<file path="src/ttdb_pkg.sv">
// Shared constants and controller/datapath interface types for the
// turntable direction-to-buttons block. No dependencies.
package ttdb_pkg;

  // Direction hold length in ticks
  localparam int HOLD_TICKS = 100;

  // Field widths
  localparam int BTN_W   = 11;
  localparam int WORD_W  = 15;
  localparam int COUNT_W = 16;
  localparam int BYTE_W  = 8;
  localparam int PAD_W   = 16;

  // Divider: two quotient bits per cycle over the count
  localparam int DIV_STEPS = COUNT_W / 2;
  localparam int CNT_W     = $clog2(DIV_STEPS);

  // Direction codes
  localparam logic [1:0] DIR_NONE = 2'd0;
  localparam logic [1:0] DIR_UP   = 2'd1;
  localparam logic [1:0] DIR_DOWN = 2'd2;

  // Pad mapping modes
  localparam logic [1:0] PAD_OFF     = 2'd0;
  localparam logic [1:0] PAD_A       = 2'd1;
  localparam logic [1:0] PAD_B_AXIS1 = 2'd2;
  localparam logic [1:0] PAD_B_AXIS2 = 2'd3;

  // Register indexes
  localparam logic [1:0] REG_SENS_ONE = 2'd0;
  localparam logic [1:0] REG_SENS_TWO = 2'd1;
  localparam logic [1:0] REG_PAD_MODE = 2'd2;

  // Commands from controller to datapath
  typedef struct packed {
    logic capture;   // take the request, update axis state, load divider with axis one
    logic load_two;  // save axis one quotient, load divider with axis two
    logic step;      // advance the divider by two bits
    logic load_out;  // fill the output register
  } cmd_t;

  // Status from datapath to controller
  typedef struct packed {
    logic out_free;  // output register empty or being taken this cycle
  } status_t;

endpackage

</file>
<file path="src/ttdb_ctrl.sv">
// Sequencer for the turntable direction-to-buttons block.
// Depends on ttdb_pkg for command and status types.
module ttdb_ctrl (
  input  logic              clk_i,
  input  logic              rst_ni,
  input  logic              in_valid_i,
  output logic              in_ready_o,
  input  ttdb_pkg::status_t status_i,
  output ttdb_pkg::cmd_t    cmd_o
);

  localparam logic [2:0] ST_IDLE  = 3'd0;
  localparam logic [2:0] ST_DIV1  = 3'd1;
  localparam logic [2:0] ST_LOAD2 = 3'd2;
  localparam logic [2:0] ST_DIV2  = 3'd3;
  localparam logic [2:0] ST_DONE  = 3'd4;

  localparam logic [ttdb_pkg::CNT_W-1:0] LAST_STEP =
    ttdb_pkg::CNT_W'(ttdb_pkg::DIV_STEPS - 1);

  logic [2:0] state_q, state_d;
  logic [ttdb_pkg::CNT_W-1:0] cnt_q, cnt_d;

  assign in_ready_o = (state_q == ST_IDLE);

  // Next state and commands
  always_comb begin
    state_d = state_q;
    cnt_d   = cnt_q;
    cmd_o   = '0;
    unique case (state_q)
      ST_IDLE: begin
        if (in_valid_i) begin
          cmd_o.capture = 1'b1;
          cnt_d         = '0;
          state_d       = ST_DIV1;
        end
      end
      ST_DIV1: begin
        cmd_o.step = 1'b1;
        cnt_d      = cnt_q + 1'b1;
        if (cnt_q == LAST_STEP) begin
          state_d = ST_LOAD2;
        end
      end
      ST_LOAD2: begin
        cmd_o.load_two = 1'b1;
        cnt_d          = '0;
        state_d        = ST_DIV2;
      end
      ST_DIV2: begin
        cmd_o.step = 1'b1;
        cnt_d      = cnt_q + 1'b1;
        if (cnt_q == LAST_STEP) begin
          state_d = ST_DONE;
        end
      end
      ST_DONE: begin
        if (status_i.out_free) begin
          cmd_o.load_out = 1'b1;
          state_d        = ST_IDLE;
        end
      end
      default: begin
        state_d = ST_IDLE;
      end
    endcase
  end

  // State registers
  always_ff @(posedge clk_i or negedge rst_ni) begin
    if (!rst_ni) begin
      state_q <= ST_IDLE;
      cnt_q   <= '0;
    end else begin
      state_q <= state_d;
      cnt_q   <= cnt_d;
    end
  end

endmodule

</file>
<file path="src/ttdb_dp.sv">
// Datapath: axis direction tracking, pad mapping, shared divider, scaling
// and output register. Depends on ttdb_pkg.
module ttdb_dp #(
  parameter int HOLD_TICKS = ttdb_pkg::HOLD_TICKS
) (
  input  logic                            clk_i,
  input  logic                            rst_ni,
  input  ttdb_pkg::cmd_t                  cmd_i,
  output ttdb_pkg::status_t               status_o,
  input  logic [ttdb_pkg::BTN_W-1:0]      raw_buttons_i,
  input  logic [ttdb_pkg::COUNT_W-1:0]    count_one_i,
  input  logic [ttdb_pkg::COUNT_W-1:0]    count_two_i,
  input  logic signed [ttdb_pkg::BYTE_W-1:0] sens_one_i,
  input  logic signed [ttdb_pkg::BYTE_W-1:0] sens_two_i,
  input  logic [1:0]                      pad_mode_i,
  output logic                            out_valid_o,
  input  logic                            out_ready_i,
  output logic [ttdb_pkg::WORD_W-1:0]     button_word_o,
  output logic [ttdb_pkg::BYTE_W-1:0]     axis_one_out_o,
  output logic [ttdb_pkg::BYTE_W-1:0]     axis_two_out_o,
  output logic [ttdb_pkg::PAD_W-1:0]      pad_word_o
);

  localparam logic signed [7:0] HOLD_POS = 8'(HOLD_TICKS);
  localparam logic signed [7:0] HOLD_NEG = 8'(-HOLD_TICKS);

  typedef struct packed {
    logic [7:0]        last;
    logic [1:0]        dir;
    logic signed [7:0] hold;
  } axis_t;

  // One tick of direction tracking for an axis
  function automatic axis_t axis_next(logic [15:0] count, axis_t cur);
    axis_t             nxt;
    logic signed [7:0] d;
    nxt = cur;
    d   = signed'(count[7:0] - cur.last);
    if ((cur.dir == ttdb_pkg::DIR_UP && d > 8'sd0) || d > 8'sd1) begin
      nxt.hold = HOLD_POS;
    end else if ((cur.dir == ttdb_pkg::DIR_DOWN && d < 8'sd0) || d < -8'sd1) begin
      nxt.hold = HOLD_NEG;
    end else if (cur.hold > 8'sd0) begin
      nxt.hold = cur.hold - 8'sd1;
    end else if (cur.hold < 8'sd0) begin
      nxt.hold = cur.hold + 8'sd1;
    end else begin
      nxt.dir = ttdb_pkg::DIR_NONE;
    end
    nxt.last = count[7:0];
    if (d > 8'sd0) begin
      nxt.dir = ttdb_pkg::DIR_UP;
    end else if (d < 8'sd0) begin
      nxt.dir = ttdb_pkg::DIR_DOWN;
    end
    return nxt;
  endfunction

  // Console pad bit mapping, before inversion
  function automatic logic [15:0] pad_map(logic [14:0] b, logic [1:0] mode);
    logic [15:0] ps;
    ps = '0;
    if (mode == ttdb_pkg::PAD_A) begin
      ps[5]  = 1'b1;
      ps[6]  = 1'b1;
      ps[7]  = 1'b1;
      ps[12] = b[0];
      ps[13] = b[1];
      ps[11] = b[2];
      ps[14] = b[3];
      ps[10] = b[4];
      ps[15] = b[5];
      ps[9]  = b[6];
      ps[4]  = b[7];
      ps[8]  = b[8];
      ps[0]  = b[10];
      ps[3]  = b[9];
    end else begin
      ps[15] = b[0];
      ps[10] = b[1];
      ps[14] = b[2];
      ps[11] = b[3];
      ps[13] = b[4];
      ps[8]  = b[5];
      ps[7]  = b[6];
      ps[0]  = b[10];
      ps[3]  = b[9];
      if (mode == ttdb_pkg::PAD_B_AXIS1) begin
        ps[4] = b[11];
        ps[6] = b[12];
      end else begin
        ps[4] = b[13];
        ps[6] = b[14];
      end
    end
    return ps;
  endfunction

  // Scale a count: divide (quotient given), multiply or pass the low byte
  function automatic logic [7:0] scale(logic [15:0] count, logic signed [7:0] sens,
                                       logic [7:0] quot);
    logic [7:0] prod;
    prod = count[7:0] * sens[7:0];
    if (sens < 8'sd0) begin
      return quot;
    end else if (sens > 8'sd0) begin
      return prod;
    end
    return count[7:0];
  endfunction

  axis_t axis_one_q, axis_two_q, axis_one_d, axis_two_d;
  logic [ttdb_pkg::PAD_W-1:0]   pad_store_q;
  logic [ttdb_pkg::WORD_W-1:0]  btn_q, btn_d;
  logic [ttdb_pkg::COUNT_W-1:0] cnt_one_q, cnt_two_q;
  logic [7:0]                   quot_one_q;

  // Divider registers
  logic [ttdb_pkg::COUNT_W-1:0] dvd_q, dvd_d;
  logic [7:0]                   rem_q, rem_d, div_q;
  logic [8:0]                   r9a, r9b;
  logic [7:0]                   rem_mid;
  logic                         gea, geb;

  logic                         out_valid_q;
  logic [ttdb_pkg::WORD_W-1:0]  button_word_q;
  logic [7:0]                   axis_one_q8, axis_two_q8;
  logic [ttdb_pkg::PAD_W-1:0]   pad_word_q;

  // Axis tracking and button word for the incoming request
  always_comb begin
    axis_one_d = axis_next(count_one_i, axis_one_q);
    axis_two_d = axis_next(count_two_i, axis_two_q);
    btn_d      = {axis_two_d.hold < 8'sd0, axis_two_d.hold > 8'sd0,
                  axis_one_d.hold < 8'sd0, axis_one_d.hold > 8'sd0,
                  ~raw_buttons_i};
  end

  // Two restoring division steps per cycle
  always_comb begin
    r9a     = {rem_q, dvd_q[15]};
    gea     = (r9a >= {1'b0, div_q});
    rem_mid = gea ? 8'(r9a - {1'b0, div_q}) : r9a[7:0];
    r9b     = {rem_mid, dvd_q[14]};
    geb     = (r9b >= {1'b0, div_q});
    rem_d   = geb ? 8'(r9b - {1'b0, div_q}) : r9b[7:0];
    dvd_d   = {dvd_q[13:0], gea, geb};
  end

  // Capture request and update tracking state
  always_ff @(posedge clk_i or negedge rst_ni) begin
    if (!rst_ni) begin
      axis_one_q  <= '0;
      axis_two_q  <= '0;
      pad_store_q <= '0;
    end else if (cmd_i.capture) begin
      axis_one_q <= axis_one_d;
      axis_two_q <= axis_two_d;
      if (pad_mode_i != ttdb_pkg::PAD_OFF) begin
        pad_store_q <= ~pad_map(btn_d, pad_mode_i);
      end
    end
  end

  // Working payload and divider
  always_ff @(posedge clk_i) begin
    if (cmd_i.capture) begin
      btn_q     <= btn_d;
      cnt_one_q <= count_one_i;
      cnt_two_q <= count_two_i;
      dvd_q     <= count_one_i;
      rem_q     <= '0;
      div_q     <= 8'(-sens_one_i);
    end else if (cmd_i.load_two) begin
      quot_one_q <= dvd_q[7:0];
      dvd_q      <= cnt_two_q;
      rem_q      <= '0;
      div_q      <= 8'(-sens_two_i);
    end else if (cmd_i.step) begin
      dvd_q <= dvd_d;
      rem_q <= rem_d;
    end
  end

  // Output register valid
  always_ff @(posedge clk_i or negedge rst_ni) begin
    if (!rst_ni) begin
      out_valid_q <= 1'b0;
    end else if (cmd_i.load_out) begin
      out_valid_q <= 1'b1;
    end else if (out_ready_i) begin
      out_valid_q <= 1'b0;
    end
  end

  // Output register payload
  always_ff @(posedge clk_i) begin
    if (cmd_i.load_out) begin
      button_word_q <= btn_q;
      axis_one_q8   <= scale(cnt_one_q, sens_one_i, quot_one_q);
      axis_two_q8   <= scale(cnt_two_q, sens_two_i, dvd_q[7:0]);
      pad_word_q    <= pad_store_q;
    end
  end

  assign status_o.out_free = !out_valid_q || out_ready_i;
  assign out_valid_o       = out_valid_q;
  assign button_word_o     = button_word_q;
  assign axis_one_out_o    = axis_one_q8;
  assign axis_two_out_o    = axis_two_q8;
  assign pad_word_o        = pad_word_q;

endmodule

</file>
<file path="src/turntable_direction_to_buttons.sv">
// Top level of the turntable direction-to-buttons block: configuration
// registers on an APB-style port, controller and datapath.
// Depends on ttdb_pkg, ttdb_ctrl and ttdb_dp.
//
// Usage: once per tick present the eleven active-low button levels and the
// two quadrature counts on the input channel (in_valid_i/in_ready_o). Each
// request yields one result on the output channel (out_valid_o/out_ready_i):
// pressed buttons with four direction bits, both scaled counts, and the
// inverted pad word.
// Each request runs through the shared divider, which produces two quotient
// bits per cycle for each axis in turn: after acceptance it divides axis one,
// loads the second axis, divides axis two, and then fills the output register
// once it is free. A new request is accepted only after the previous result
// has entered the output register.
// A finished result sits in the output register; the next request is
// accepted meanwhile, and its result waits in the datapath until the
// register frees up, so a stalled receiver only delays the block.
// Reset clears the direction state, holds, pad store, registers and the
// output valid. Write configuration only while the block is idle.
module turntable_direction_to_buttons #(
  parameter int HOLD_TICKS = ttdb_pkg::HOLD_TICKS
) (
  input  logic                            clk_i,
  input  logic                            rst_ni,
  input  logic                            in_valid_i,
  output logic                            in_ready_o,
  input  logic [ttdb_pkg::BTN_W-1:0]      raw_buttons_i,
  input  logic [ttdb_pkg::COUNT_W-1:0]    count_one_i,
  input  logic [ttdb_pkg::COUNT_W-1:0]    count_two_i,
  output logic                            out_valid_o,
  input  logic                            out_ready_i,
  output logic [ttdb_pkg::WORD_W-1:0]     button_word_o,
  output logic [ttdb_pkg::BYTE_W-1:0]     axis_one_out_o,
  output logic [ttdb_pkg::BYTE_W-1:0]     axis_two_out_o,
  output logic [ttdb_pkg::PAD_W-1:0]      pad_word_o,
  input  logic                            psel,
  input  logic                            penable,
  input  logic                            pwrite,
  input  logic [3:0]                      paddr,
  input  logic [31:0]                     pwdata,
  output logic [31:0]                     prdata,
  output logic                            pready
);

  logic signed [7:0] sens_one_q, sens_two_q;
  logic [1:0]        pad_mode_q;
  logic              wr_en;
  logic [1:0]        reg_idx;
  ttdb_pkg::cmd_t    cmd;
  ttdb_pkg::status_t status;

  assign pready  = 1'b1;
  assign reg_idx = paddr[3:2];
  assign wr_en   = psel && penable && pwrite;

  // Register writes
  always_ff @(posedge clk_i or negedge rst_ni) begin
    if (!rst_ni) begin
      sens_one_q <= '0;
      sens_two_q <= '0;
      pad_mode_q <= ttdb_pkg::PAD_OFF;
    end else if (wr_en) begin
      unique case (reg_idx)
        ttdb_pkg::REG_SENS_ONE: sens_one_q <= pwdata[7:0];
        ttdb_pkg::REG_SENS_TWO: sens_two_q <= pwdata[7:0];
        ttdb_pkg::REG_PAD_MODE: pad_mode_q <= pwdata[1:0];
        default: ;
      endcase
    end
  end

  // Register reads
  always_comb begin
    unique case (reg_idx)
      ttdb_pkg::REG_SENS_ONE: prdata = {24'd0, sens_one_q};
      ttdb_pkg::REG_SENS_TWO: prdata = {24'd0, sens_two_q};
      ttdb_pkg::REG_PAD_MODE: prdata = {30'd0, pad_mode_q};
      default:                prdata = '0;
    endcase
  end

  ttdb_ctrl u_ctrl (
    .clk_i      (clk_i),
    .rst_ni     (rst_ni),
    .in_valid_i (in_valid_i),
    .in_ready_o (in_ready_o),
    .status_i   (status),
    .cmd_o      (cmd)
  );

  ttdb_dp #(
    .HOLD_TICKS (HOLD_TICKS)
  ) u_dp (
    .clk_i          (clk_i),
    .rst_ni         (rst_ni),
    .cmd_i          (cmd),
    .status_o       (status),
    .raw_buttons_i  (raw_buttons_i),
    .count_one_i    (count_one_i),
    .count_two_i    (count_two_i),
    .sens_one_i     (sens_one_q),
    .sens_two_i     (sens_two_q),
    .pad_mode_i     (pad_mode_q),
    .out_valid_o    (out_valid_o),
    .out_ready_i    (out_ready_i),
    .button_word_o  (button_word_o),
    .axis_one_out_o (axis_one_out_o),
    .axis_two_out_o (axis_two_out_o),
    .pad_word_o     (pad_word_o)
  );

endmodule

</file>
<file path="config.mk">
export PLATFORM = sky130hd
export DESIGN_NAME = turntable_direction_to_buttons
export DESIGN_NICKNAME = d
export VERILOG_FILES = /design/src/ttdb_pkg.sv /design/src/ttdb_ctrl.sv /design/src/ttdb_dp.sv /design/src/turntable_direction_to_buttons.sv
export SDC_FILE = /design/constraint.sdc
export NUM_CORES = 1
export LEC_CHECK = 0
export BUFFER_PORTS_ARGS = -buffer_cell sky130_fd_sc_hd__buf_4
export CORE_ASPECT_RATIO = 0.5
export CORE_UTILIZATION = 50
export DETAILED_ROUTE_END_ITERATION = 10
export GPL_ROUTABILITY_DRIVEN = 0
export PLACE_DENSITY = 0.72
export SLEW_MARGIN = 30
export SYNTH_ARGS = -nofsm -noshare
export SYNTH_HDL_FRONTEND = slang
export SYNTH_SLANG_ARGS = --single-unit
</file>
<file path="constraint.sdc">
create_clock -name clk_i -period 5.4 [get_ports clk_i]
set_input_delay 1.08 -clock clk_i [delete_from_list [all_inputs] [get_ports clk_i]]
set_output_delay 1.08 -clock clk_i [all_outputs]
set_load 0.01 [all_outputs]
</file>
* Yosys cells after proc, flatten, opt, wreduce, memory -nomap -nowiden
Cells that the tools add are included.
** Word-level totals
- Register bits after elaboration :: 203
- Input bits :: 86
- Output and inout bits :: 82
- Word-level logic and storage cells :: 197
** Operators by class
- $add $sub $neg :: 11
- Multipliers :: 2
- Order comparisons :: 22
- Equality and inequality tests :: 25
- Muxes and demuxes :: 80
- Bitwise operators :: 3
- Reductions and logical operators :: 30
** Operator list (count)
- 8-bit two-way mux :: 18
- 8-bit by 1-bit less-than comparator with 1-bit output, second input constant :: 10
- 8-bit by 1-bit > comparator with 1-bit output, second input constant :: 8
- 16-bit two-way mux :: 3
- 2-bit two-way mux :: 18
- 3-bit two-way mux :: 11
- 8-bit subtractor :: 4
- 1-bit two-way mux :: 27
- 8-bit one-hot mux with 3 select lines :: 1
- 9-bit by 8-bit >= comparator with 1-bit output :: 2
- 8-bit by 2-bit adder with 8-bit output, second input constant :: 2
- 8-bit by 2-bit > comparator with 1-bit output, second input constant :: 2
- 8-bit by 8-bit multiplier with 8-bit output :: 2
- 8-bit negator :: 2
- 16-bit inverter :: 1
- 8-bit by 2-bit subtractor with 8-bit output, second input constant :: 2
- 3-bit one-hot mux with 5 select lines :: 1
- 3-bit inequality test, second input constant :: 4
- 2-bit AND reduction :: 6
- 11-bit inverter :: 1
- 5-bit AND reduction :: 2
- 3-bit by 1-bit inequality test with 1-bit output, second input constant :: 3
- 3-bit one-hot mux with 3 select lines :: 1
- 2-bit by 1-bit == test with 1-bit output, second input constant :: 4
- other kinds (18) :: 38

* Longest topological paths before layout
- Depth after elaboration :: 12
- Gate-level depth with buffers :: 18
- Depth with buffers taken out :: 17

* Modules after synthesis
A second synthesis with hierarchy kept.
** Unflattened totals
- Cells, all modules :: 1218
- Area, all modules :: 12502.0 um^2
** By module, submodules not included
- ttdb_dp :: times used 1, cells an instance 1097, area each 11094.4 um^2, sequential area each 4974.8 um^2
- turntable_direction_to_buttons :: times used 1, cells an instance 89, area each 1062.3 um^2, sequential area each 450.4 um^2
- ttdb_ctrl :: times used 1, cells an instance 32, area each 345.3 um^2, sequential area each 150.1 um^2

* Worst setup path before layout
No wires, ideal clock.
- Path type :: flip-flop to flip-flop
- From :: register u_dp.div_q[1]
- To :: register u_dp.rem_q[1]
- Library setup time :: 127 ps
- Arrival :: 3784 ps
- Data required time :: 5273 ps
- Setup slack :: 1489 ps
- Stages on the path, launching flop included :: 18
- Buffers on the path :: 1
- Clock period less this slack :: 3911 ps
- Cells stage by stage :: edfxtp_1 > inv_1 > ha_1 > nor2b_1 > o21ai_1 > a21oi_1 > o211ai_1 > nor2b_1 > buf_2 > mux2_2 > ha_1 > or2_1 > a21oi_1 > a21oi_1 > o21bai_1 > a221oi_4 > mux2i_1 > o21ai_1
** Between the ends
- Word-level cells in the longest chain between the ends :: 4
- Elaborated cells between the ends (all ways) :: 6
- Those cells by class :: add/sub: 2; order compare: 2; mux: 2
** RTL lines
- from (decl) :: line ttdb_dp.sv:120 : logic [7:0] rem_q, rem_d, div_q;
- from (signal assigned) :: line ttdb_dp.sv:173 : div_q <= 8'(-sens_one_i);
- from (signal assigned) :: line ttdb_dp.sv:178 : div_q <= 8'(-sens_two_i);
- 9-bit by 8-bit >= comparator with 1-bit output / 8-bit subtractor (equally long branches) :: line ttdb_dp.sv:142, ttdb_dp.sv:143
- 8-bit two-way mux :: line ttdb_dp.sv:143 : rem_mid = gea ? 8'(r9a - {1'b0, div_q}) : r9a[7:0];
- 8-bit subtractor / 9-bit by 8-bit >= comparator with 1-bit output (equally long branches) :: line ttdb_dp.sv:146, ttdb_dp.sv:145
- 8-bit two-way mux (*) :: line ttdb_dp.sv:146 : rem_d = geb ? 8'(r9b - {1'b0, div_q}) : r9b[7:0];
- to (signal assigned) :: line ttdb_dp.sv:181 : rem_q <= rem_d;
- to (decl) :: line ttdb_dp.sv:120
Every way passes the cells marked *; elsewhere a longest branch is shown, timed or not.
A chain may end at the register's enable or synchronous reset.

* Worst setup path after layout
- From :: register u_dp.div_q[1]
- To :: register u_dp.rem_q[2]
** Between the ends
- Word-level cells in the longest chain between the ends :: 4
- Elaborated cells between the ends (all ways) :: 6
- Those cells by class :: add/sub: 2; order compare: 2; mux: 2
** RTL lines (line)
- 8-bit subtractor / 9-bit by 8-bit >= comparator with 1-bit output (equally long branches) :: ttdb_dp.sv:143, ttdb_dp.sv:142
- 8-bit two-way mux :: ttdb_dp.sv:143
- 8-bit subtractor / 9-bit by 8-bit >= comparator with 1-bit output (equally long branches) :: ttdb_dp.sv:146, ttdb_dp.sv:145
- 8-bit two-way mux (*) :: ttdb_dp.sv:146
Marked as above.

==> run metrics <==
outcome=completed; Finished Layout Cells=1,664; ys async rst share=0.378; DIE WIDTH=225 µm; max_slew headroom=0.480; # fillers=2,004; Sink Count=201; Post-synth EDFFs=117; CTS tree=built; Worst Setup Path Type=reg2reg; Setup TNS=0 ps; most frequent cells in the layout=nand2_1, buf_4, edfxtp_1; post-CTS setup repair buffer count=0; H-tree depth=1; Tcrit/Tclk final=0.831; diodes inserted=0; synth top area cells=edfxtp_1, dfrtp_1, ha_1, nand2_1, fa_1; initial antenna violation count=0; worst reg-to-reg path cell count=18; Synth area leader=edfxtp_1; Levels on crit path=18; clk slew on worst S/H paths=70 ps; Die Ht=113 µm; drt pass-1 iters=5; Tot GR Track Use=0.222; placed cell count=1,626; die area=0.0255 mm²; Comb power frac=0.514; Setup crit start kind=flip-flop; cells after synthesis=1,221; Yosys reg bits=201; vias in the first global route=8,947; global-route wire length before repair=45.4 mm; 1st-iter DRT viols=646; max incr delay on CP=620 ps; worst endpoint required time=5790 ps; Fin. Hold Viols=0; clock share of power=0.168; Top delay family on crit path=compound AO/OA/AOI/OAI gates; Post-Route WL=28.0 mm; sequential share of the synthesized area=0.449; crit path time final=4490 ps; clk_lat worst skew=520 ps; final net count=1,499; WL/cell=16.8 µm; Synth warnings=0; Leakage=6.12 nW; Worst Path Buf+Inv=2; PortBufs=116; peak fanout along the critical path=10; max-cap viol count=0; Starting Density=0.514; maximum clock rate=223 MHz; area delta synth->final=13.5%; hold buffer count at CTS=0; Worst setup EP type=flip-flop; fraction of layout cells with a size suffix above 1=0.154; Worst Hold Depth=0; pwr dens=594 mW/mm²; largest net degree at the start of global routing=111; Placeable Area=0.0242 mm²; Slew @ Worst Pin=780 ps; clock buffer depth=3; vias=9,196; Worst Skew=9.32 ps; Pins Over Slew Limit=0; crit path cell chain=inv_1, ha_1, nor2b_1, o21ai_1, a21oi_1, o211ai_1, nor2b_1, buf_4, mux2i_1, ha_1, nor2b_1, o21ai_1, a21o_1, a21oi_1, o21bai_1, a221oi_4, mux2i_1, o21ai_1; Cell Int Power=0.00492 W; Rows=40; Critical Path Slowest Stage Cell=a221oi_4; sw frac=0.412; VDD IR-drop max=0.265 mV; share of the synthesized area in the top cell type=0.283; DR vias/cell=5.53; commonest non-fill, non-tap cell in the layout=nand2_1; Num CTS Buffers=21; Net Switching=0.00344 W; Gates resized, CTS repair=0; Flop pwr share=0.318; endpoints failing setup=0; DP HPWL=20.0 mm; Yosys cell types=86; Worst EP arrival=4880 ps; Residual DRC=0; GRT Residual Overflow=0; Post-Syn Area per Cell=10.2 µm²; Antenna Violating Nets Remaining=0; footprint of the multi-input gates=0.00610 mm²; Root Buffer=clkbuf_16; Hold Crit Class=reg2reg; Sequential cell area=0.00558 mm²; most used flip-flop cell after synthesis=edfxtp_1; RSZ-0062 raised after global routing=false; synthesized cell area=0.0124 mm²; num ports=168
## power by group through the flow
stage | registers, W | logic, W | clock network [W]
2_1_floorplan | 0.00241 | 0.00361 | 0
3_3_place_gp | 0.00265 | 0.00412 | 0
3_5_place_dp | 0.00267 | 0.00428 | 0
4_1_cts | 0.00265 | 0.00432 | 0.00143
5_1_grt | 0.00271 | 0.00486 | 0.00149
6_report | 0.00266 | 0.00430 | 0.00140
## flip-flops by register name, indices dropped and copies added (netlist names), 15 cells and up
signal              cells
u_dp.cnt_two_q         16
u_dp.pad_word_o        15
u_dp.dvd_q             16
u_dp.axis_two_q        18
u_dp.pad_store_q       15
u_dp.axis_one_q        18
u_dp.btn_q             15
u_dp.button_word_o     15
## stage by stage
step	cell area, µm²	util	worst slack [ps]	hold slack (ps)	total power [W]
after floorplan	12500	-	1490	400	0.00602
after global placement	13400	0.556	1070	402	0.00677
after detailed placement	13400	0.556	923	405	0.00695
after CTS	14100	0.583	916	416	0.00839
after global routing	14100	0.583	519	419	0.00906
final	14100	0.583	913	417	0.00837
## synthesized netlist by cell type, types with 4 or more instances
library cell    n
nand2_1       152
edfxtp_1      117
inv_1         106
dfrtp_1        76
ha_1           72
o21ai_0        71
nor2_1         60
a21oi_1        56
and2_1         47
clkbuf_1       38
xnor2_1        35
xor2_1         29
buf_4          28
fa_1           28
mux2_2         28
nand3_1        28
mux2i_1        27
o22ai_1        20
nor2b_1        14
a21o_1         13
o21ai_1        13
nor3_1         12
a22oi_1         9
or3_1           9
dfxtp_1         8
nand2b_1        8
nand4_1         6
nor3b_1         6
o31ai_1         6
and3_1          4
buf_2           4
buf_6           4
nand3b_1        4
nor4_1          4
## routing by layer
layer / track usage / part of all wire
met5: 0 / 0
met4: 0.0617 / 0.023
met3: 0.0322 / 0.055
met2: 0.368 / 0.48
met1: 0.307 / 0.44
## cells by family (layout without fill, tap and decap cells)
logic type / count (synthesis) / count (layout) / synth area share
XOR/XNOR: 64 / 64 / 0.0451
multiplexers: 56 / 56 / 0.0480
flip-flops: 201 / 201 / 0.449
adder cells (fa/ha/maj): 100 / 100 / 0.118
buffers and inverters: 185 / 269 / 0.0672
AND/OR/NAND/NOR: 376 / 376 / 0.150
other: 2 / 25 / 0.000605
AO/OA/AOI/OAI: 237 / 237 / 0.122
## final timing paths
check / from / end / slack, ps
setup reg to reg: u_dp.div_q[1] / u_dp.rem_q[2] / 910
max in group asynchronous: rst_ni / u_dp.pad_store_q[2] / 3860
hold / removal: u_dp.btn_q[10] / u_dp.button_word_o[10] / 420
min in group asynchronous: rst_ni / u_ctrl.cnt_q[1] / 450
setup / recovery: u_dp.div_q[1] / u_dp.rem_q[2] / 910
hold reg to reg: u_dp.btn_q[10] / u_dp.button_word_o[10] / 420
## cell type report
class / instances / share of cell area
repair buffers: 123 / 0.0664
well taps: 336 / 0.0298
inverters: 108 / 0.0289
clock inverters: 14 / 0.00737
multi-input cells: 858 / 0.433
flip-flops and latches: 201 / 0.396
clock buffers: 24 / 0.0388
## worst reg2reg max path, stage by stage (launching register included)
cell and delay (ps):
edfxtp_1 360, inv_1 210, ha_1 290, nor2b_1 130, o21ai_1 150, a21oi_1 130
o211ai_1 330, nor2b_1 180, buf_4 190, mux2i_1 370, ha_1 310, nor2b_1 130
o21ai_1 140, a21o_1 170, a21oi_1 100, o21bai_1 210, a221oi_4 620, mux2i_1 270
o21ai_1 70
(Power assumes the default switching activity.)
